==> src/rtl/dlu_pkg.sv <==
`timescale 1ns / 1ps
`default_nettype none
// ---------------------------------------------------------------------------
// Dwell lock/unlock qualifier package
// Shared widths, reset values, codes and the command that the front end
// hands to the back end through the queue.
// ---------------------------------------------------------------------------
package dlu_pkg;

  // Field widths fixed by the interface.
  localparam int MASK_W     = 16;
  localparam int TICK_W     = 16;
  localparam int TIME_W     = 24;
  localparam int SLOT_OUT_W = 4;
  localparam int KIND_W     = 3;

  // Configuration port.
  localparam int CFG_IDX_W  = 1;
  localparam int CFG_DATA_W = TIME_W;

  localparam logic [CFG_IDX_W-1:0] REG_LOCK_TIME   = 1'b0;
  localparam logic [CFG_IDX_W-1:0] REG_UNLOCK_TIME = 1'b1;

  localparam logic [TIME_W-1:0] LOCK_TIME_RST   = 24'd1000;
  localparam logic [TIME_W-1:0] UNLOCK_TIME_RST = 24'd1000;

  // Default number of slots and depth of the command queue.
  localparam int SLOT_COUNT_DEF = 16;
  localparam int QUEUE_DEPTH    = 4;

  // Per-slot status.
  typedef enum logic [1:0] {
    ST_IDLE        = 2'd0,
    ST_WAIT_LOCK   = 2'd1,
    ST_LOCKED      = 2'd2,
    ST_WAIT_UNLOCK = 2'd3
  } status_t;

  // Phases of one tick, in the order their events leave the block.
  typedef enum logic [1:0] {
    PH_START_LOCK   = 2'd0,
    PH_LOCK         = 2'd1,
    PH_START_UNLOCK = 2'd2,
    PH_UNLOCK       = 2'd3
  } phase_t;

  // Event codes on the result channel.
  typedef enum logic [KIND_W-1:0] {
    EV_START_LOCK    = 3'd0,
    EV_LOCKING       = 3'd1,
    EV_FINISH_LOCK   = 3'd2,
    EV_START_UNLOCK  = 3'd3,
    EV_UNLOCKING     = 3'd4,
    EV_FINISH_UNLOCK = 3'd5
  } event_kind_t;

  // One unit of work for the back end: exactly one event comes out of it.
  typedef struct packed {
    phase_t                phase;
    logic                  present;
    logic                  last;
    logic [SLOT_OUT_W-1:0] slot;
  } cmd_t;

  // Tick start notice from the front end to the back end.
  typedef struct packed {
    logic              go;
    logic [TICK_W-1:0] dt;
  } start_t;

endpackage

`default_nettype wire

==> src/rtl/dlu_in_if.sv <==
`timescale 1ns / 1ps
`default_nettype none
// ---------------------------------------------------------------------------
// Tick input channel
// Valid/ready channel that carries one presence mask and tick time.
// ---------------------------------------------------------------------------
interface dlu_in_if;

  logic                       valid;
  logic                       ready;
  logic [dlu_pkg::MASK_W-1:0] present_mask;
  logic [dlu_pkg::TICK_W-1:0] tick_time;

  modport source (output valid, output present_mask, output tick_time, input ready);
  modport sink   (input valid, input present_mask, input tick_time, output ready);

endinterface

`default_nettype wire

==> src/rtl/dlu_out_if.sv <==
`timescale 1ns / 1ps
`default_nettype none
// ---------------------------------------------------------------------------
// Event output channel
// Valid/ready channel that carries one slot event.
// ---------------------------------------------------------------------------
interface dlu_out_if;

  logic                           valid;
  logic                           ready;
  logic [dlu_pkg::SLOT_OUT_W-1:0] slot;
  logic [dlu_pkg::KIND_W-1:0]     event_kind;
  logic [dlu_pkg::TIME_W-1:0]     elapsed;
  logic                           last;

  modport source (output valid, output slot, output event_kind, output elapsed,
                  output last, input ready);
  modport sink   (input valid, input slot, input event_kind, input elapsed,
                  input last, output ready);

endinterface

`default_nettype wire

==> src/rtl/dlu_queue.sv <==
`timescale 1ns / 1ps
`default_nettype none
// ---------------------------------------------------------------------------
// Command queue
// Small FIFO of slot commands between the classifier and the executor.
// ---------------------------------------------------------------------------
module dlu_queue (
  input  wire logic          clk,
  input  wire logic          rst_n,
  input  wire logic          push,
  input  dlu_pkg::cmd_t      push_cmd,
  output logic               full,
  input  wire logic          pop,
  output dlu_pkg::cmd_t      pop_cmd,
  output logic               empty
);

  localparam int Depth = dlu_pkg::QUEUE_DEPTH;
  localparam int PtrW  = (Depth > 1) ? $clog2(Depth) : 1;
  localparam int CntW  = $clog2(Depth + 1);

  dlu_pkg::cmd_t        entry_r [Depth];
  logic [PtrW-1:0]      wr_ptr_r, wr_ptr_nxt;
  logic [PtrW-1:0]      rd_ptr_r, rd_ptr_nxt;
  logic [CntW-1:0]      count_r,  count_nxt;
  logic                 do_push, do_pop;

  assign full    = (count_r == CntW'(Depth));
  assign empty   = (count_r == '0);
  assign pop_cmd = entry_r[rd_ptr_r];
  assign do_push = push && !full;
  assign do_pop  = pop && !empty;

  // Pointer and fill-count update.
  always_comb begin
    wr_ptr_nxt = wr_ptr_r;
    rd_ptr_nxt = rd_ptr_r;
    count_nxt  = count_r;
    if (do_push) begin
      wr_ptr_nxt = (wr_ptr_r == PtrW'(Depth - 1)) ? '0 : wr_ptr_r + 1'b1;
    end
    if (do_pop) begin
      rd_ptr_nxt = (rd_ptr_r == PtrW'(Depth - 1)) ? '0 : rd_ptr_r + 1'b1;
    end
    if (do_push && !do_pop) begin
      count_nxt = count_r + 1'b1;
    end else if (do_pop && !do_push) begin
      count_nxt = count_r - 1'b1;
    end
  end

  always_ff @(posedge clk) begin
    if (!rst_n) begin
      wr_ptr_r <= '0;
      rd_ptr_r <= '0;
      count_r  <= '0;
    end else begin
      wr_ptr_r <= wr_ptr_nxt;
      rd_ptr_r <= rd_ptr_nxt;
      count_r  <= count_nxt;
    end
  end

  // Entry storage needs no reset.
  always_ff @(posedge clk) begin
    if (do_push) begin
      entry_r[wr_ptr_r] <= push_cmd;
    end
  end

endmodule

`default_nettype wire

==> src/rtl/dlu_front.sv <==
`timescale 1ns / 1ps
`default_nettype none
// ---------------------------------------------------------------------------
// Tick classifier
// Accepts a tick, sorts the slots into the four phases from the status at
// the start of the tick, and issues one command per event in output order.
// ---------------------------------------------------------------------------
module dlu_front #(
  parameter int SLOT_COUNT = dlu_pkg::SLOT_COUNT_DEF
) (
  input  wire logic                    clk,
  input  wire logic                    rst_n,
  dlu_in_if.sink                       in_chan,
  input  dlu_pkg::status_t [SLOT_COUNT-1:0] slot_status,
  input  wire logic                    back_idle,
  output dlu_pkg::start_t              start,
  output logic [SLOT_COUNT-1:0]        cancel,
  output logic                         q_push,
  output dlu_pkg::cmd_t                q_cmd,
  input  wire logic                    q_full
);

  localparam int SlotW = (SLOT_COUNT > 1) ? $clog2(SLOT_COUNT) : 1;

  logic [3:0][SLOT_COUNT-1:0] mask_r, mask_nxt, mask_new;
  logic [SLOT_COUNT-1:0]      pres_r, pres;
  logic [3:0][SlotW-1:0]      low_idx;
  logic [3:0]                 hit;
  dlu_pkg::phase_t            sel_ph;
  logic [SlotW-1:0]           sel_idx;
  logic                       busy, accept;

  assign busy          = |mask_r;
  assign in_chan.ready = !busy && back_idle;
  assign accept        = in_chan.valid && in_chan.ready;
  assign pres          = SLOT_COUNT'(in_chan.present_mask);

  assign start.go = accept;
  assign start.dt = in_chan.tick_time;

  // Phase membership from the status at the start of the tick. A waiting-to-
  // unlock slot that is present again returns to locked without an event.
  always_comb begin
    mask_new = '0;
    cancel   = '0;
    for (int i = 0; i < SLOT_COUNT; i++) begin
      mask_new[dlu_pkg::PH_START_LOCK][i] =
        (slot_status[i] == dlu_pkg::ST_IDLE) && pres[i];
      mask_new[dlu_pkg::PH_LOCK][i] =
        ((slot_status[i] == dlu_pkg::ST_IDLE) && pres[i]) ||
        (slot_status[i] == dlu_pkg::ST_WAIT_LOCK);
      mask_new[dlu_pkg::PH_START_UNLOCK][i] =
        (slot_status[i] == dlu_pkg::ST_LOCKED) && !pres[i];
      mask_new[dlu_pkg::PH_UNLOCK][i] =
        ((slot_status[i] == dlu_pkg::ST_LOCKED) ||
         (slot_status[i] == dlu_pkg::ST_WAIT_UNLOCK)) && !pres[i];
      cancel[i] = accept && (slot_status[i] == dlu_pkg::ST_WAIT_UNLOCK) && pres[i];
    end
  end

  // Lowest pending slot of each phase.
  always_comb begin
    for (int ph = 0; ph < 4; ph++) begin
      hit[ph]     = |mask_r[ph];
      low_idx[ph] = '0;
      for (int i = SLOT_COUNT - 1; i >= 0; i--) begin
        if (mask_r[ph][i]) begin
          low_idx[ph] = SlotW'(i);
        end
      end
    end
  end

  // Earliest phase with work left goes first.
  always_comb begin
    priority if (hit[dlu_pkg::PH_START_LOCK]) begin
      sel_ph = dlu_pkg::PH_START_LOCK;
    end else if (hit[dlu_pkg::PH_LOCK]) begin
      sel_ph = dlu_pkg::PH_LOCK;
    end else if (hit[dlu_pkg::PH_START_UNLOCK]) begin
      sel_ph = dlu_pkg::PH_START_UNLOCK;
    end else begin
      sel_ph = dlu_pkg::PH_UNLOCK;
    end
    sel_idx                   = low_idx[sel_ph];
    mask_nxt                  = mask_r;
    mask_nxt[sel_ph][sel_idx] = 1'b0;
  end

  // The command is the tick's final event when nothing is left behind it.
  assign q_push        = busy && !q_full;
  assign q_cmd.phase   = sel_ph;
  assign q_cmd.present = pres_r[sel_idx];
  assign q_cmd.last    = (mask_nxt == '0);
  assign q_cmd.slot    = dlu_pkg::SLOT_OUT_W'(sel_idx);

  always_ff @(posedge clk) begin
    if (!rst_n) begin
      mask_r <= '0;
    end else if (accept) begin
      mask_r <= mask_new;
    end else if (q_push) begin
      mask_r <= mask_nxt;
    end
  end

  // Presence of the current tick.
  always_ff @(posedge clk) begin
    if (accept) begin
      pres_r <= pres;
    end
  end

endmodule

`default_nettype wire

==> src/rtl/dlu_back.sv <==
`timescale 1ns / 1ps
`default_nettype none
// ---------------------------------------------------------------------------
// Slot executor
// Runs one command per cycle while the event channel does not stall: reads
// the slot's dwell timer, adds the tick time, compares with the threshold,
// updates status and timer, and loads the event into the output register.
// ---------------------------------------------------------------------------
module dlu_back #(
  parameter int SLOT_COUNT = dlu_pkg::SLOT_COUNT_DEF
) (
  input  wire logic                         clk,
  input  wire logic                         rst_n,
  input  dlu_pkg::start_t                   start,
  input  wire logic [SLOT_COUNT-1:0]        cancel,
  input  wire logic [dlu_pkg::TIME_W-1:0]   lock_time,
  input  wire logic [dlu_pkg::TIME_W-1:0]   unlock_time,
  input  dlu_pkg::cmd_t                     q_cmd,
  input  wire logic                         q_empty,
  output logic                              q_pop,
  output dlu_pkg::status_t [SLOT_COUNT-1:0] slot_status,
  output logic                              busy,
  dlu_out_if.source                         out_chan
);

  localparam int SlotW = (SLOT_COUNT > 1) ? $clog2(SLOT_COUNT) : 1;
  localparam int SumW  = dlu_pkg::TIME_W + 1;

  dlu_pkg::status_t [SLOT_COUNT-1:0] status_r;
  logic [dlu_pkg::TIME_W-1:0]        timer_mem [SLOT_COUNT];
  logic [dlu_pkg::TIME_W-1:0]        timer_rd_r;
  logic [dlu_pkg::TICK_W-1:0]        dt_r;

  logic                              s1_valid_r;
  dlu_pkg::cmd_t                     s1_cmd_r;

  logic                              out_valid_r;
  logic [dlu_pkg::SLOT_OUT_W-1:0]    out_slot_r;
  dlu_pkg::event_kind_t              out_kind_r;
  logic [dlu_pkg::TIME_W-1:0]        out_elapsed_r;
  logic                              out_last_r;

  logic                              out_free, exec, load;
  logic [SlotW-1:0]                  wr_idx, rd_idx;
  logic [SumW-1:0]                   sum;
  dlu_pkg::event_kind_t              ev_kind;
  dlu_pkg::status_t                  st_new;
  logic [dlu_pkg::TIME_W-1:0]        timer_new;
  logic [dlu_pkg::TIME_W-1:0]        ev_elapsed;

  assign out_free = !out_valid_r || out_chan.ready;
  assign exec     = s1_valid_r && out_free;
  assign load     = !q_empty && (!s1_valid_r || exec);
  assign q_pop    = load;
  assign busy     = s1_valid_r;
  assign wr_idx   = SlotW'(s1_cmd_r.slot);
  assign rd_idx   = SlotW'(q_cmd.slot);
  assign sum      = SumW'(timer_rd_r) + SumW'(dt_r);

  assign slot_status = status_r;

  // Event and next slot state for the command in the execute stage.
  always_comb begin
    ev_kind    = dlu_pkg::EV_START_LOCK;
    st_new     = dlu_pkg::ST_IDLE;
    timer_new  = '0;
    ev_elapsed = '0;
    unique case (s1_cmd_r.phase)
      dlu_pkg::PH_START_LOCK: begin
        ev_kind = dlu_pkg::EV_START_LOCK;
        st_new  = dlu_pkg::ST_WAIT_LOCK;
      end
      dlu_pkg::PH_LOCK: begin
        if (!s1_cmd_r.present) begin
          ev_kind = dlu_pkg::EV_FINISH_UNLOCK;
          st_new  = dlu_pkg::ST_IDLE;
        end else if (sum < SumW'(lock_time)) begin
          ev_kind    = dlu_pkg::EV_LOCKING;
          st_new     = dlu_pkg::ST_WAIT_LOCK;
          timer_new  = sum[dlu_pkg::TIME_W-1:0];
          ev_elapsed = sum[dlu_pkg::TIME_W-1:0];
        end else begin
          ev_kind = dlu_pkg::EV_FINISH_LOCK;
          st_new  = dlu_pkg::ST_LOCKED;
        end
      end
      dlu_pkg::PH_START_UNLOCK: begin
        ev_kind = dlu_pkg::EV_START_UNLOCK;
        st_new  = dlu_pkg::ST_WAIT_UNLOCK;
      end
      dlu_pkg::PH_UNLOCK: begin
        if (sum < SumW'(unlock_time)) begin
          ev_kind    = dlu_pkg::EV_UNLOCKING;
          st_new     = dlu_pkg::ST_WAIT_UNLOCK;
          timer_new  = sum[dlu_pkg::TIME_W-1:0];
          ev_elapsed = sum[dlu_pkg::TIME_W-1:0];
        end else begin
          ev_kind = dlu_pkg::EV_FINISH_UNLOCK;
          st_new  = dlu_pkg::ST_IDLE;
        end
      end
      default: begin
        ev_kind = dlu_pkg::EV_START_LOCK;
      end
    endcase
  end

  // Slot status; a tick start applies the silent unlock cancellations.
  always_ff @(posedge clk) begin
    if (!rst_n) begin
      status_r <= {SLOT_COUNT{dlu_pkg::ST_IDLE}};
    end else if (start.go) begin
      for (int i = 0; i < SLOT_COUNT; i++) begin
        if (cancel[i]) begin
          status_r[i] <= dlu_pkg::ST_LOCKED;
        end
      end
    end else if (exec) begin
      status_r[wr_idx] <= st_new;
    end
  end

  // Execute stage and output register control.
  always_ff @(posedge clk) begin
    if (!rst_n) begin
      s1_valid_r  <= 1'b0;
      out_valid_r <= 1'b0;
    end else begin
      if (load) begin
        s1_valid_r <= 1'b1;
      end else if (exec) begin
        s1_valid_r <= 1'b0;
      end
      if (exec) begin
        out_valid_r <= 1'b1;
      end else if (out_chan.ready) begin
        out_valid_r <= 1'b0;
      end
    end
  end

  // Payload registers.
  always_ff @(posedge clk) begin
    if (start.go) begin
      dt_r <= start.dt;
    end
    if (load) begin
      s1_cmd_r <= q_cmd;
    end
    if (exec) begin
      out_slot_r    <= s1_cmd_r.slot;
      out_kind_r    <= ev_kind;
      out_elapsed_r <= ev_elapsed;
      out_last_r    <= s1_cmd_r.last;
    end
  end

  // Dwell timer memory; a read of the slot being written takes the new value.
  always_ff @(posedge clk) begin
    if (exec) begin
      timer_mem[wr_idx] <= timer_new;
    end
    if (load) begin
      if (exec && (wr_idx == rd_idx)) begin
        timer_rd_r <= timer_new;
      end else begin
        timer_rd_r <= timer_mem[rd_idx];
      end
    end
  end

  assign out_chan.valid      = out_valid_r;
  assign out_chan.slot       = out_slot_r;
  assign out_chan.event_kind = out_kind_r;
  assign out_chan.elapsed    = out_elapsed_r;
  assign out_chan.last       = out_last_r;

endmodule

`default_nettype wire

==> src/rtl/dwell_lock_unlock_qualifier.sv <==
`timescale 1ns / 1ps
`default_nettype none
// Each tick transaction carries a presence mask and the tick time; the block
// answers with zero to thirty-two event transactions, ordered start-lock,
// lock progress, start-unlock, unlock progress and by ascending slot within
// each group, the final one flagged by last. With the event channel always
// ready, the classifier issues one command per cycle, the executor retires
// one per cycle with one timer read and one timer write, and the next tick is
// taken once the executor has drained the command queue (the last event may
// still sit in the output register). A stall on the event channel holds the
// executor. lock_time and unlock_time reset to 1000 ms and should be written
// only while no tick is in flight.
// ---------------------------------------------------------------------------
// Dwell lock/unlock qualifier
// Per-slot dwell-time debouncer with a classifying front end, a command
// queue and a timer executor.
// ---------------------------------------------------------------------------
module dwell_lock_unlock_qualifier #(
  parameter int SLOT_COUNT = dlu_pkg::SLOT_COUNT_DEF
) (
  input  wire logic                              clk,
  input  wire logic                              rst_n,
  dlu_in_if.sink                                 in_chan,
  dlu_out_if.source                              out_chan,
  input  wire logic                              cfg_we,
  input  wire logic [dlu_pkg::CFG_IDX_W-1:0]     cfg_index,
  input  wire logic [dlu_pkg::CFG_DATA_W-1:0]    cfg_wdata
);

  logic [dlu_pkg::TIME_W-1:0]        lock_time_r;
  logic [dlu_pkg::TIME_W-1:0]        unlock_time_r;

  dlu_pkg::status_t [SLOT_COUNT-1:0] slot_status;
  logic [SLOT_COUNT-1:0]             cancel;
  dlu_pkg::start_t                   start;
  dlu_pkg::cmd_t                     push_cmd, pop_cmd;
  logic                              q_push, q_pop, q_full, q_empty;
  logic                              back_busy, back_idle;

  assign back_idle = q_empty && !back_busy;

  // Configuration registers.
  always_ff @(posedge clk) begin
    if (!rst_n) begin
      lock_time_r   <= dlu_pkg::LOCK_TIME_RST;
      unlock_time_r <= dlu_pkg::UNLOCK_TIME_RST;
    end else if (cfg_we) begin
      unique case (cfg_index)
        dlu_pkg::REG_LOCK_TIME:   lock_time_r   <= cfg_wdata;
        dlu_pkg::REG_UNLOCK_TIME: unlock_time_r <= cfg_wdata;
        default: ;
      endcase
    end
  end

  dlu_front #(
    .SLOT_COUNT (SLOT_COUNT)
  ) u_front (
    .clk         (clk),
    .rst_n       (rst_n),
    .in_chan     (in_chan),
    .slot_status (slot_status),
    .back_idle   (back_idle),
    .start       (start),
    .cancel      (cancel),
    .q_push      (q_push),
    .q_cmd       (push_cmd),
    .q_full      (q_full)
  );

  dlu_queue u_queue (
    .clk      (clk),
    .rst_n    (rst_n),
    .push     (q_push),
    .push_cmd (push_cmd),
    .full     (q_full),
    .pop      (q_pop),
    .pop_cmd  (pop_cmd),
    .empty    (q_empty)
  );

  dlu_back #(
    .SLOT_COUNT (SLOT_COUNT)
  ) u_back (
    .clk         (clk),
    .rst_n       (rst_n),
    .start       (start),
    .cancel      (cancel),
    .lock_time   (lock_time_r),
    .unlock_time (unlock_time_r),
    .q_cmd       (pop_cmd),
    .q_empty     (q_empty),
    .q_pop       (q_pop),
    .slot_status (slot_status),
    .busy        (back_busy),
    .out_chan    (out_chan)
  );

`ifndef ASSERT_OFF
  // A new tick only starts once every command of the previous one has run.
  a_tick_after_drain: assert property (@(posedge clk) disable iff (!rst_n)
    (in_chan.valid && in_chan.ready) |-> (q_empty && !back_busy))
    else $error("tick accepted while commands were still pending");

  // The classifier never pushes into a full queue.
  a_no_overflow: assert property (@(posedge clk) disable iff (!rst_n)
    q_push |-> !q_full)
    else $error("command queue overflow");

  // The executor never pops an empty queue.
  a_no_underflow: assert property (@(posedge clk) disable iff (!rst_n)
    q_pop |-> !q_empty)
    else $error("command queue underflow");

  // Silent unlock cancellations are applied only at the start of a tick.
  a_cancel_at_start: assert property (@(posedge clk) disable iff (!rst_n)
    (|cancel) |-> start.go)
    else $error("unlock cancellation outside a tick start");
`endif

endmodule

`default_nettype wire
==> src/flat_wrapper.sv <==
// flat-port wrapper written by rule: the top's interface ports become plain ports
module dwell_lock_unlock_qualifier_flat 
#(
  parameter int SLOT_COUNT = dlu_pkg::SLOT_COUNT_DEF
)
  (clk, rst_n, cfg_we, cfg_index, cfg_wdata, in_chan_valid, in_chan_present_mask, in_chan_tick_time, in_chan_ready, out_chan_valid, out_chan_slot, out_chan_event_kind, out_chan_elapsed, out_chan_last, out_chan_ready);
  dlu_in_if in_chan_i ();
  dlu_out_if out_chan_i ();
  input  wire logic clk;
  input  wire logic rst_n;
  input  wire logic cfg_we;
  input  wire logic [dlu_pkg::CFG_IDX_W-1:0] cfg_index;
  input  wire logic [dlu_pkg::CFG_DATA_W-1:0] cfg_wdata;
  input wire logic [$bits(in_chan_i.valid)-1:0] in_chan_valid;
  input wire logic [$bits(in_chan_i.present_mask)-1:0] in_chan_present_mask;
  input wire logic [$bits(in_chan_i.tick_time)-1:0] in_chan_tick_time;
  output wire logic [$bits(in_chan_i.ready)-1:0] in_chan_ready;
  output wire logic [$bits(out_chan_i.valid)-1:0] out_chan_valid;
  output wire logic [$bits(out_chan_i.slot)-1:0] out_chan_slot;
  output wire logic [$bits(out_chan_i.event_kind)-1:0] out_chan_event_kind;
  output wire logic [$bits(out_chan_i.elapsed)-1:0] out_chan_elapsed;
  output wire logic [$bits(out_chan_i.last)-1:0] out_chan_last;
  input wire logic [$bits(out_chan_i.ready)-1:0] out_chan_ready;
  assign in_chan_i.valid = in_chan_valid;
  assign in_chan_i.present_mask = in_chan_present_mask;
  assign in_chan_i.tick_time = in_chan_tick_time;
  assign in_chan_ready = in_chan_i.ready;
  assign out_chan_valid = out_chan_i.valid;
  assign out_chan_slot = out_chan_i.slot;
  assign out_chan_event_kind = out_chan_i.event_kind;
  assign out_chan_elapsed = out_chan_i.elapsed;
  assign out_chan_last = out_chan_i.last;
  assign out_chan_i.ready = out_chan_ready;
  dwell_lock_unlock_qualifier #(.SLOT_COUNT(SLOT_COUNT)) u_core (.clk(clk), .rst_n(rst_n), .in_chan(in_chan_i), .out_chan(out_chan_i), .cfg_we(cfg_we), .cfg_index(cfg_index), .cfg_wdata(cfg_wdata));
endmodule
==> config.mk <==
export PLATFORM = sky130hd
export DESIGN_NAME = dwell_lock_unlock_qualifier_flat
export DESIGN_NICKNAME = d
export VERILOG_FILES = /design/src/rtl/dlu_pkg.sv /design/src/rtl/dlu_in_if.sv /design/src/rtl/dlu_out_if.sv /design/src/rtl/dlu_queue.sv /design/src/rtl/dlu_front.sv /design/src/rtl/dlu_back.sv /design/src/rtl/dwell_lock_unlock_qualifier.sv /design/src/flat_wrapper.sv
export SDC_FILE = /design/constraint.sdc
export NUM_CORES = 1
export LEC_CHECK = 0
export BUFFER_PORTS_ARGS = -buffer_cell sky130_fd_sc_hd__buf_2
export CORE_UTILIZATION = 25
export CTS_CLUSTER_SIZE = 25
export DETAILED_ROUTE_END_ITERATION = 8
export GPL_TIMING_DRIVEN = 0
export PLACE_DENSITY_LB_ADDON = 0.1
export SETUP_SLACK_MARGIN = 0.15
export SLEW_MARGIN = 10
export SYNTH_ARGS = -nofsm -noshare
export SYNTH_HDL_FRONTEND = slang
export SYNTH_SLANG_ARGS = --single-unit
export TNS_END_PERCENT = 50
==> constraint.sdc <==
create_clock -name clk -period 5.3 [get_ports clk]
set_clock_uncertainty 0.1 [all_clocks]
set_input_delay 1.06 -clock clk [delete_from_list [all_inputs] [get_ports clk]]
set_output_delay 1.06 -clock clk [all_outputs]
set_load 0.01 [all_outputs]
==> qor.yml, run 1 <==
first_global_vias: 20200
ys_dominant_reg_cell: "sky130_fd_sc_hd__edfxtp_1"
drive_gt1_share_pct: 26.2
cpMostUsedCell: "sky130_fd_sc_hd__a21oi_2"
rsz0062_at_grt: "yes"
max_slew.worst_pin.slew_ns: 1.23
timing.critical_path.arrival_ns: 5.73
setup_ws_ns: -0.0522
port_buffers: 94
result_of_the_run: "finished with violations"
grt_busiest_layer: "met2"
grt.overflow.total: 0
syn_area_cell_um2: 14.0
core_area_um2: 115000
vias: 19500
crit_slowest_cell: "sky130_fd_sc_hd__edfxtp_1"
detail_route.iter0.violations: 1517
clk_transition_reported_paths_ns: 0.06
ys_async_sr_fraction_pct: 0
final.min_clock_period_ns: 5.35
synth-seq-cells: 667
io_pins: 96
yosys.cell_types.count: 83
first_pass_iters: 5
grt_first_pass_wirelength_um: 147000
final_net_count: 2497
globalRouteMet1Util_pct: 23.2
pin_count_of_the_biggest_net_entering_global_routing: 42
critical_path_required_ns: 5.68
final_min_period_over_clock_period_pct: 101
final_hold_viol_count: 0
placed_cell_area_um2: 32300
design.die.area_um2: 118000
grt_antenna_before_repair: 3
clock_latency_ns: 0.64
report.final.slew_viol_count: 0
cts_made_buffers: 82
slowest_delay_ns: 0.43
cts_hold_repair.buffers: 0
final_util_pct: 32.0
hold_path.class: "reg -> reg"
max_slew_margin_pct: 18.0
cts_buffer_depth: 3
worst-setup-path-type: "reg -> reg"
post-route-drc-count: 0
rows: 124
critPathLaunchType: "flip-flop"
cts-htree-levels: 3
cts_sink_cnt: 667
cts_tree: "built"
mappedNetlistNets: 2206
detail-route-antenna-nets: 0
maxCapViolCount: 0
worst_path_dominant_cell_family: "compound AO/OA/AOI/OAI gates"
areaGrowthSynthToFinish_pct: 26.3
max_freq_ghz: 0.187
synth_largest_type_area_fraction_pct: 52.8
drt-vias-per-instance: 4.93
drt-total-wl_um: 104000
finalWeightedCongestion: 0.880
violations: "setup timing"
clock_tree.root_cell: "sky130_fd_sc_hd__clkbuf_16"
stdcell_area_um2: 36800
synth_enable_flop_cells: 512
synth.yosys.seq_area_share_pct: 63.5
crit_path_max_fanout: 17
die_width_um: 343
post_synth_inst_count: 2074
start_util_pct: 25.4
detailed_place_hpwl_um: 73400
synth.cell_area_um2: 29100
gr-usage-all-layers_pct: 17.6
die_y_um: 343
crit_buf_inv: 6
synth-warning-count: 0
synth_area_leaders: "sky130_fd_sc_hd__edfxtp_1 (53%), sky130_fd_sc_hd__dfxtp_1 (11%), sky130_fd_sc_hd__mux4_2 (9.9%)"
yosys.area.top_type: "sky130_fd_sc_hd__edfxtp_1"
critPathCaptureType: "flip-flop"
global_route.usage.met3_pct: 2.71
use_met2_pct: 29.9
detail_route.wl_per_cell_um: 26.4
finalSetupViolations: 126
-- per-stage QoR --
stage,std cells,hold slack [ns],setup slack [ns],TNS [ns]
6_report,3946,0.324,-0.0522,-3.17
5_1_grt,3944,0.341,-0.193,-44.05
4_1_cts,3935,0.325,-0.0332,-1.69
3_5_place_dp,3716,0.312,-2.21,-862.55
3_3_place_gp,3680,0.309,-4.54,-1524.02
2_1_floorplan,2074,0.300,0.193,0
-- Yosys cell counts, types with 5 or more instances --
cell type                     n
sky130_fd_sc_hd__dfxtp_1    155
sky130_fd_sc_hd__clkbuf_1    57
sky130_fd_sc_hd__o21ai_0    145
sky130_fd_sc_hd__a21oi_1     58
sky130_fd_sc_hd__o21a_1      13
sky130_fd_sc_hd__o31a_1       8
sky130_fd_sc_hd__edfxtp_1   512
sky130_fd_sc_hd__a211oi_1    10
sky130_fd_sc_hd__buf_1       17
sky130_fd_sc_hd__a21boi_0    97
sky130_fd_sc_hd__nor3_1      33
sky130_fd_sc_hd__nand3_1     45
sky130_fd_sc_hd__xnor2_1     20
sky130_fd_sc_hd__o32ai_1      5
sky130_fd_sc_hd__nor4_1      18
sky130_fd_sc_hd__buf_2       12
sky130_fd_sc_hd__a31oi_1      9
sky130_fd_sc_hd__or4_1        8
sky130_fd_sc_hd__o31ai_1     22
sky130_fd_sc_hd__mux2_2      14
sky130_fd_sc_hd__nand2_1    171
sky130_fd_sc_hd__o41ai_1      5
sky130_fd_sc_hd__or3_1       23
sky130_fd_sc_hd__nand2b_1    20
sky130_fd_sc_hd__nor2_1      91
sky130_fd_sc_hd__and3_1      10
sky130_fd_sc_hd__nand3b_1    29
sky130_fd_sc_hd__xor2_1       8
sky130_fd_sc_hd__nand4_1     11
sky130_fd_sc_hd__ha_1        68
sky130_fd_sc_hd__mux4_2     128
sky130_fd_sc_hd__o211ai_1    17
sky130_fd_sc_hd__a311o_1      5
sky130_fd_sc_hd__and2_1      25
sky130_fd_sc_hd__o22ai_1      9
sky130_fd_sc_hd__inv_2        5
sky130_fd_sc_hd__inv_1       79
sky130_fd_sc_hd__nor2b_1     29
sky130_fd_sc_hd__a21o_1      14
sky130_fd_sc_hd__o2111ai_1    5
-- state kept, by name, indices dropped and copies added, names as in the netlist, 4 cells and up, named ones only --
| signal | count |
|---|---|
| u_core.u_back.timer_mem | 384 |
| u_core.unlock_time_r | 24 |
| u_core.u_front.mask_r | 64 |
| u_core.u_back.dt_r | 16 |
| u_core.u_back.out_chan.slot | 4 |
| u_core.u_back.wr_idx | 4 |
| u_core.u_back.slot_status | 32 |
| u_core.u_back.timer_rd_r | 24 |
| u_core.u_back.out_chan.elapsed | 24 |
| u_core.u_back.s1_cmd_r | 4 |
| u_core.u_queue.entry_r | 32 |
| u_core.u_front.pres_r | 16 |
| u_core.lock_time_r | 24 |
-- cell families (layout without fill, tap and decap cells) --
logic type                 after synthesis  count (layout)  share of synthesized area [%]
other                                    0               2                              0
muxes                                  143             143                           10.5
buffers and inverters                  174             528                           2.35
adders and majority gates               70              70                           3.06
xor gates and xnor gates                28              28                          0.842
and+or+nand+nor                        532             536                           9.29
AOI/OAI and AO/OA                      460             460                           10.5
DFF                                    667             667                           63.5
-- final cells by class --
cell class | instances | area [um2]
buffer | 89 | 457
fill | 11400 | 78100
inverter | 85 | 329
sequential | 667 | 18500
clock inverter | 42 | 272
clock buffer | 109 | 2240
tap | 1512 | 1890
timing repair buffer | 203 | 2110
antenna | 2 | 5.00
multi-input combinational | 1237 | 11000
-- worst paths after layout --
path                                                            start  slack, ns  cells after the start                                  endpoint
worst max register to register  u_core.u_back.timer_rd_r[0]$_DFFE_PP_      -0.05                     27  u_core.u_back.timer_mem[9][23]$_DFFE_PP_
worst min register to register    u_core.u_back.s1_cmd_r[4]$_DFFE_PP_       0.32                      0     u_core.u_back.out_chan.last$_DFFE_PP_
worst min-delay path              u_core.u_back.s1_cmd_r[4]$_DFFE_PP_       0.32                      0     u_core.u_back.out_chan.last$_DFFE_PP_
worst max-delay path            u_core.u_back.timer_rd_r[0]$_DFFE_PP_      -0.05                     27  u_core.u_back.timer_mem[9][23]$_DFFE_PP_
-- metal layers --
layer | wire length (um) | share of wire [%]
met2 | 51200 | 49
met1 | 45700 | 44
met4 | 2620 | 2.5
met3 | 4560 | 4.4
met5 | 0 | 0
-- placed cells by master, fill, tap and decap left out, drive strengths merged, types with 68 or more instances in the layout --
cell type  netlist  routed
nor2            91      91
a21boi          97      97
clkbuf          57     170
o21ai          146     146
inv             84      89
dfxtp          155     155
buf             32     231
mux4           128     128
ha              68      68
nand2          172     172
edfxtp         512     512
-- what timing repair did --
action / CTS / global route
buffers inserted: 60 / 9
gates cloned: 8 / 0
setup endpoints to repair: 472 / 472
pin swaps: 45 / 23
gates resized for setup: 142 / 57
Power of run 1 is not shown: default switching activity piles up to over one toggle a cycle in this logic, so the estimate is an artifact.
==> run 2: changes to the inputs <==
--- a/config.mk
+++ b/config.mk
@@ -6,12 +6,14 @@
 export NUM_CORES = 1
 export LEC_CHECK = 0
 export BUFFER_PORTS_ARGS = -buffer_cell sky130_fd_sc_hd__buf_2
+export CORE_MARGIN = 5
 export CORE_UTILIZATION = 25
 export CTS_CLUSTER_SIZE = 25
 export DETAILED_ROUTE_END_ITERATION = 8
 export GPL_TIMING_DRIVEN = 0
 export PLACE_DENSITY_LB_ADDON = 0.1
 export SETUP_SLACK_MARGIN = 0.15
+export SKIP_LAST_GASP = 1
 export SLEW_MARGIN = 10
 export SYNTH_ARGS = -nofsm -noshare
 export SYNTH_HDL_FRONTEND = slang
==> qor.yml, run 2 (synthesis results as in run 1) <==
top_layer_used: "met5"  # was met4
detailed_place_hpwl_um: 74400  # was 73400 um
cpMostUsedCell: "sky130_fd_sc_hd__a21oi_2"  # unchanged
timing.rr.end: "u_core.u_back.timer_mem[15][18]$_DFFE_PP_"  # was u_core.u_back.timer_mem[9][23]$_DFFE_PP_
whs_ns: 0.317  # was 0.324 ns
largest_register_ff_count: 384  # unchanged
timing.reg2reg.setup_slack_ns: 0.06  # was -0.05 ns
cts-htree-levels: 3  # unchanged
post-route-drc-count: 0  # unchanged
core_area_um2: 116000  # was 115000 um2
final_hold_viol_count: 0  # unchanged
max_freq_ghz: 0.191  # was 0.187 GHz
drive_gt1_share_pct: 27.1  # was 26.2%
cts_buffer_depth: 3  # unchanged
max_slew_margin_pct: 23.4  # was 18.0%
rsz0062_at_grt: "yes"  # unchanged
layout_commonest_cell: "sky130_fd_sc_hd__edfxtp_1"  # unchanged
setup_ws_ns: 0.0611  # was -0.0522 ns
clock_tree.root_cell: "sky130_fd_sc_hd__clkbuf_16"  # unchanged
filler_cell_count: 11500  # was 11400
worst_hold_path.endpoint: "u_core.u_back.out_chan.last$_DFFE_PP_"  # unchanged
worst-setup-path-type: "reg -> reg"  # unchanged
first_pass_iters: 5  # unchanged
place_ws_ns: -2.04  # was -2.21 ns
largest_registers: "u_core.u_back.timer_mem (384), u_core.u_front.mask_r (64)"  # unchanged
vias: 19500  # about the same
cts_sink_cnt: 667  # unchanged
hold_path.class: "reg -> reg"  # unchanged
route.met3.wl_um: 4810  # was 4560 um
detailroute.wirelength.met2_um: 50100  # was 51200 um
areaGrowthSynthToFinish_pct: 27.0  # was 26.3%
pin_count_of_the_biggest_net_entering_global_routing: 42  # unchanged
detail_route.iter0.violations: 1522  # was 1517
clk_transition_reported_paths_ns: 0.05  # was 0.06 ns
final_net_count: 2497  # unchanged
timing.critical_path.arrival_ns: 5.62  # was 5.73 ns
io_pins: 96  # unchanged
max_slew.worst_pin.slew_ns: 1.13  # was 1.23 ns
design.die.area_um2: 123000  # was 118000 um2
final.min_clock_period_ns: 5.24  # was 5.35 ns
maxCapViolCount: 0  # unchanged
rows: 125  # was 124
layout.cells.most_common_list: "sky130_fd_sc_hd__edfxtp_1 (512), sky130_fd_sc_hd__nand2_1 (169), sky130_fd_sc_hd__dfxtp_1 (155)"  # was sky130_fd_sc_hd__edfxtp_1 (512), sky130_fd_sc_hd__nand2_1 (170), sky130_fd_sc_hd__dfxtp_1 (155)
drt-vias-per-instance: 4.93  # about the same
crit_slowest_cell: "sky130_fd_sc_hd__edfxtp_1"  # unchanged
holdPathStages: 0  # unchanged
grt.overflow.total: 0  # unchanged
critPathCaptureType: "flip-flop"  # unchanged
cts_made_buffers: 83  # was 82
cts_tree: "built"  # unchanged
final_min_period_over_clock_period_pct: 98.8  # was 101%
hold_path_startpoint: "u_core.u_back.s1_cmd_r[4]$_DFFE_PP_"  # unchanged
critPathLaunchType: "flip-flop"  # unchanged
final_util_pct: 31.9  # was 32.0%
grt_antenna_before_repair: 4  # was 3
first_global_vias: 20000  # was 20200
cts_hold_repair.buffers: 0  # unchanged
start_util_pct: 25.1  # was 25.4%
clock_latency_ns: 0.66  # was 0.64 ns
die_y_um: 351  # was 343 um
detail-route-antenna-nets: 0  # unchanged
gr-usage-all-layers_pct: 16.7  # was 17.6%
port_buffers: 94  # unchanged
grt_first_pass_wirelength_um: 148000  # was 147000 um
slowest_delay_ns: 0.49  # was 0.43 ns
critical_path_required_ns: 5.68  # about the same
ff2ff_path_depth: 25  # was 27
crit_path_max_fanout: 17  # unchanged
finalWeightedCongestion: 0.896  # was 0.880
detail_route.wl_per_cell_um: 26.4  # about the same
die_width_um: 351  # was 343 um
report.final.slew_viol_count: 0  # unchanged
drt-total-wl_um: 104000  # about the same
finalSetupViolations: 0  # was 126
top_register: "u_core.u_back.timer_mem"  # unchanged
result_of_the_run: "complete, no violations"  # was finished with violations
crit-reg2reg-launch: "u_core.u_back.dt_r[0]$_DFFE_PP_"  # was u_core.u_back.timer_rd_r[0]$_DFFE_PP_
wl_met1_um: 46700  # was 45700 um
-- run 2: metal layers --
metal / vias up / GRT usage, %
met4: 2 / 4.36
met1: 10200 / 22.8
met3: 156 / 2.69
met2: 541 / 27.9
met5: - / 0
li1: 8664 / -
-- run 2: cell type report --
type / instances / area [um2] / area share, %
inverters: 85 / 325 / 0.880
clock inverters: 55 / 572 / 1.55
plain buffers: 89 / 462 / 1.25
clock buffers: 98 / 2180 / 5.91
well taps: 1524 / 1910 / 5.16
multi-input cells: 1237 / 11000 / 29.8
flip-flops and latches: 667 / 18500 / 50.0
repair buffers: 202 / 2020 / 5.47
diodes: 3 / 7.51 / 0.0203
-- run 2: worst max-delay path by stage --
stage	from	endpoint	slack, ns	cells past startpoint
6_report	u_core.u_back.dt_r[0]$_DFFE_PP_	u_core.u_back.timer_mem[15][18]$_DFFE_PP_	0.06	25
4_1_cts	u_core.u_back.dt_r[0]$_DFFE_PP_	u_core.u_back.timer_mem[11][20]$_DFFE_PP_	-0.11	26
3_3_place_gp	out_chan_ready	u_core.u_back.slot_status[24]$_SDFFE_PN0P_	-4.16	8
5_1_grt	u_core.u_back.dt_r[0]$_DFFE_PP_	u_core.u_back.timer_rd_r[10]$_DFFE_PP_	-0.14	25
2_1_floorplan	u_core.u_back.timer_rd_r[0]$_DFFE_PP_	u_core.u_back.timer_rd_r[12]$_DFFE_PP_	0.19	23
3_5_place_dp	u_core.u_back.dt_r[0]$_DFFE_PP_	u_core.u_back.timer_mem[11][20]$_DFFE_PP_	-2.04	24
-- run 2: stage by stage --
stage | instances | setup TNS [ns] | instance area (um2)
after floorplan | 2074 | 0 | 29200
after global placement | 3692 | -1514.10 | 31600
after detailed placement | 3726 | -861.00 | 32200
after CTS | 3932 | -16.79 | 36300
after global routing | 3957 | -43.09 | 37000
final | 3960 | 0 | 37000
-- run 2: critical path, delay by kind of cell (launching register included) --
family / cells / cell delay, ns
adders and majority gates: 3 / 0.80
and+or+nand+nor: 4 / 0.77
xor gates and xnor gates: 1 / 0.16
DFF: 1 / 0.49
AOI/OAI and AO/OA: 12 / 2.03
buffers and inverters: 5 / 0.69
-- run 2: what timing repair did --
action / CTS / global route
endpoints found under the hold margin: 0 / 0
pin swaps: 36 / 41
gates cloned: 6 / 5
endpoints found under the setup margin: 472 / 510
gates resized for setup: 113 / 91
setup buffers: 47 / 20
Power of run 2 is left out for the same reason.
==> run 3: changes to the inputs <==
--- a/config.mk
+++ b/config.mk
@@ -12,9 +12,8 @@
 export DETAILED_ROUTE_END_ITERATION = 8
 export GPL_TIMING_DRIVEN = 0
 export PLACE_DENSITY_LB_ADDON = 0.1
-export SETUP_SLACK_MARGIN = 0.15
+export SETUP_SLACK_MARGIN = 0.05
 export SKIP_LAST_GASP = 1
-export SLEW_MARGIN = 10
 export SYNTH_ARGS = -nofsm -noshare
 export SYNTH_HDL_FRONTEND = slang
 export SYNTH_SLANG_ARGS = --single-unit
==> constraint.sdc (replaced) <==
create_clock -name clk -period 6.6 [get_ports clk]
set_clock_uncertainty 0.1 [all_clocks]
set_input_delay 1.32 -clock clk [delete_from_list [all_inputs] [get_ports clk]]
set_output_delay 1.32 -clock clk [all_outputs]
set_load 0.01 [all_outputs]
==> qor.yml, run 3 (synthesis results as in run 1) <==
filler_cell_count: 11600  # was 11500
timing.rr.end: "u_core.u_back.timer_mem[6][2]$_DFFE_PP_"  # was u_core.u_back.timer_mem[15][18]$_DFFE_PP_
largest_register_ff_count: 384  # unchanged
critPathLaunchType: "flip-flop"  # unchanged
cts_tree: "built"  # unchanged
detail_route.iter0.violations: 1590  # was 1522
crit_slowest_cell: "sky130_fd_sc_hd__edfxtp_1"  # unchanged
detail-route-antenna-nets: 0  # unchanged
areaGrowthSynthToFinish_pct: 21.6  # was 27.0%
placed_cell_area_um2: 32100  # was 32200 um2
largest_registers: "u_core.u_back.timer_mem (384), u_core.u_front.mask_r (64)"  # unchanged
hold_path_startpoint: "u_core.u_back.s1_cmd_r[4]$_DFFE_PP_"  # unchanged
max_freq_ghz: 0.161  # was 0.191 GHz
drt-vias-per-instance: 4.92  # was 4.93
drt-total-wl_um: 104000  # about the same
top_register: "u_core.u_back.timer_mem"  # unchanged
layout.cells.most_common_list: "sky130_fd_sc_hd__edfxtp_1 (512), sky130_fd_sc_hd__nand2_1 (171), sky130_fd_sc_hd__dfxtp_1 (155)"  # was sky130_fd_sc_hd__edfxtp_1 (512), sky130_fd_sc_hd__nand2_1 (169), sky130_fd_sc_hd__dfxtp_1 (155)
clock_latency_ns: 0.67  # was 0.66 ns
path_cells: "ha_1, fa_1, a21o_1, a21oi_1, nand2b_1, a211oi_1, o41ai_2, a21oi_1, a21oi_1, o21ai_2, nand3_1, xor2_4, inv_1, ha_1, nand3_1, nor4_1, nor2_1, o311a_1, a31oi_4, buf_6, buf_6, nor2_4, buf_12"
finalSetupViolations: 0  # unchanged
crit_buf_inv: 4  # was 5
grt.overflow.total: 0  # unchanged
hold_path.class: "reg -> reg"  # unchanged
worst_hold_path.endpoint: "u_core.u_back.out_chan.last$_DFFE_PP_"  # unchanged
port_buffers: 94  # unchanged
stdcell_area_um2: 35400  # was 37000 um2
grt_first_pass_wirelength_um: 148000  # about the same
worst_path_dominant_cell_family: "compound AO/OA/AOI/OAI gates"  # unchanged
io_pins: 96  # unchanged
sequential_cell_area_um2: 18500  # unchanged
die_width_um: 351  # unchanged
clk_transition_reported_paths_ns: 0.06  # was 0.05 ns
final_min_period_over_clock_period_pct: 93.9  # was 98.8%
critical_path_required_ns: 6.89  # was 5.68 ns
final_net_count: 2440  # was 2497
timing.reg2reg.setup_slack_ns: 0.40  # was 0.06 ns
design.die.area_um2: 123000  # unchanged
multiInputGateArea_um2: 10300  # was 11000 um2
first_global_vias: 19800  # was 20000
grt_antenna_before_repair: 3  # was 4
cts_made_buffers: 82  # was 83
maxCapViolCount: 0  # unchanged
final_hold_viol_count: 0  # unchanged
detail_route.wl_per_cell_um: 26.6  # was 26.4 um
crit_path_max_fanout: 17  # unchanged
max_slew_margin_pct: 17.7  # was 23.4%
gr-usage-all-layers_pct: 16.7  # about the same
cts-htree-levels: 3  # unchanged
result_of_the_run: "complete, no violations"  # unchanged
core_area_um2: 116000  # unchanged
max_slew.worst_pin.slew_ns: 1.23  # was 1.13 ns
cts_sink_cnt: 667  # unchanged
rows: 125  # unchanged
critPathCaptureType: "flip-flop"  # unchanged
timing.critical_path.arrival_ns: 6.49  # was 5.62 ns
holdPathStages: 0  # unchanged
layout_commonest_cell: "sky130_fd_sc_hd__edfxtp_1"  # unchanged
pin_count_of_the_biggest_net_entering_global_routing: 42  # unchanged
drive_gt1_share_pct: 21.4  # was 27.1%
slowest_delay_ns: 0.45  # was 0.49 ns
final.min_clock_period_ns: 6.20  # was 5.24 ns
worst-setup-path-type: "reg -> reg"  # unchanged
cpMostUsedCell: "sky130_fd_sc_hd__a21oi_1"  # was sky130_fd_sc_hd__a21oi_2
final.setup.tns_ns: 0  # unchanged
die_y_um: 351  # unchanged
vias: 19200  # was 19500
ff2ff_path_depth: 23  # was 25
rsz0062_at_grt: "yes"  # unchanged
crit-reg2reg-launch: "u_core.u_back.dt_r[0]$_DFFE_PP_"  # unchanged
cts_hold_repair.buffers: 0  # unchanged
cts_buffer_depth: 3  # unchanged
first_pass_iters: 5  # unchanged
report.final.slew_viol_count: 0  # unchanged
finalWeightedCongestion: 0.903  # was 0.896
detailed_place_hpwl_um: 74900  # was 74400 um
post-route-drc-count: 0  # unchanged
start_util_pct: 25.1  # unchanged
clock_tree.root_cell: "sky130_fd_sc_hd__clkbuf_16"  # unchanged
==> run 3: repair_timing <==
action / CTS / global route
pin swaps: 8 / 2
gates cloned: 0 / 0
endpoints found under the hold margin: 0 / 0
gates resized for setup: 61 / 17
endpoints found under the setup margin: 459 / 454
buffers inserted: 16 / 9
==> run 3: final cells by class <==
class | instances | area share [%]
Inverter | 85 | 0.901
Multi-Input combinational cell | 1233 | 29.1
Antenna cell | 2 | 0.0141
Timing Repair Buffer | 150 | 3.94
Sequential cell | 667 | 52.2
Tap cell | 1524 | 5.39
Clock buffer | 107 | 6.27
Clock inverter | 43 | 1.05
Buffer | 89 | 1.10
==> run 3: worst reg2reg max path, delay by kind of cell, from the launching register on <==
| kind | cells | cell delay [ns] |
|---|---|---|
| adder cells (fa/ha/maj) | 3 | 0.98 |
| AO/OA/AOI/OAI | 9 | 2.28 |
| buffers and inverters | 4 | 0.77 |
| flip-flops | 1 | 0.45 |
| XOR/XNOR | 1 | 0.30 |
| AND/OR/NAND/NOR | 6 | 1.02 |
==> run 3: layer usage <==
layer | up-vias | share of wire, % | track usage (%)
met4 | 0 | 2.2 | 3.89
li1 | 8534 | - | -
met3 | 132 | 4.3 | 2.53
met1 | 9982 | 45 | 22.7
met2 | 522 | 48 | 28.3
met5 | - | 0 | 0
==> run 3: worst max-delay path by stage <==
stage | startpoint | endpoint | depth (start not counted)
after global placement | out_chan_ready | u_core.u_back.slot_status[24]$_SDFFE_PN0P_ | 8
final | u_core.u_back.dt_r[0]$_DFFE_PP_ | u_core.u_back.timer_mem[6][2]$_DFFE_PP_ | 23
after CTS | u_core.u_back.dt_r[0]$_DFFE_PP_ | u_core.u_back.timer_mem[6][2]$_DFFE_PP_ | 23
after floorplan | u_core.u_back.timer_rd_r[0]$_DFFE_PP_ | u_core.u_back.out_chan.elapsed[14]$_DFFE_PP_ | 23
after detailed placement | u_core.u_back.dt_r[0]$_DFFE_PP_ | u_core.u_back.out_chan.elapsed[23]$_DFFE_PP_ | 22
after global routing | u_core.u_back.dt_r[0]$_DFFE_PP_ | u_core.u_back.timer_mem[10][2]$_DFFE_PP_ | 23
==> run 3: through the flow <==
step	util, %	cells	hold slack (ns)	setup WS (ns)
floorplan	-	2074	0.300	1.21
global placement	27.2	3692	0.307	-3.41
detailed placement	27.7	3723	0.306	-1.27
CTS	30.4	3889	0.318	0.0725
global route	30.5	3898	0.331	0.0112
finish	30.5	3900	0.321	0.401
Power of run 3 is left out for the same reason.
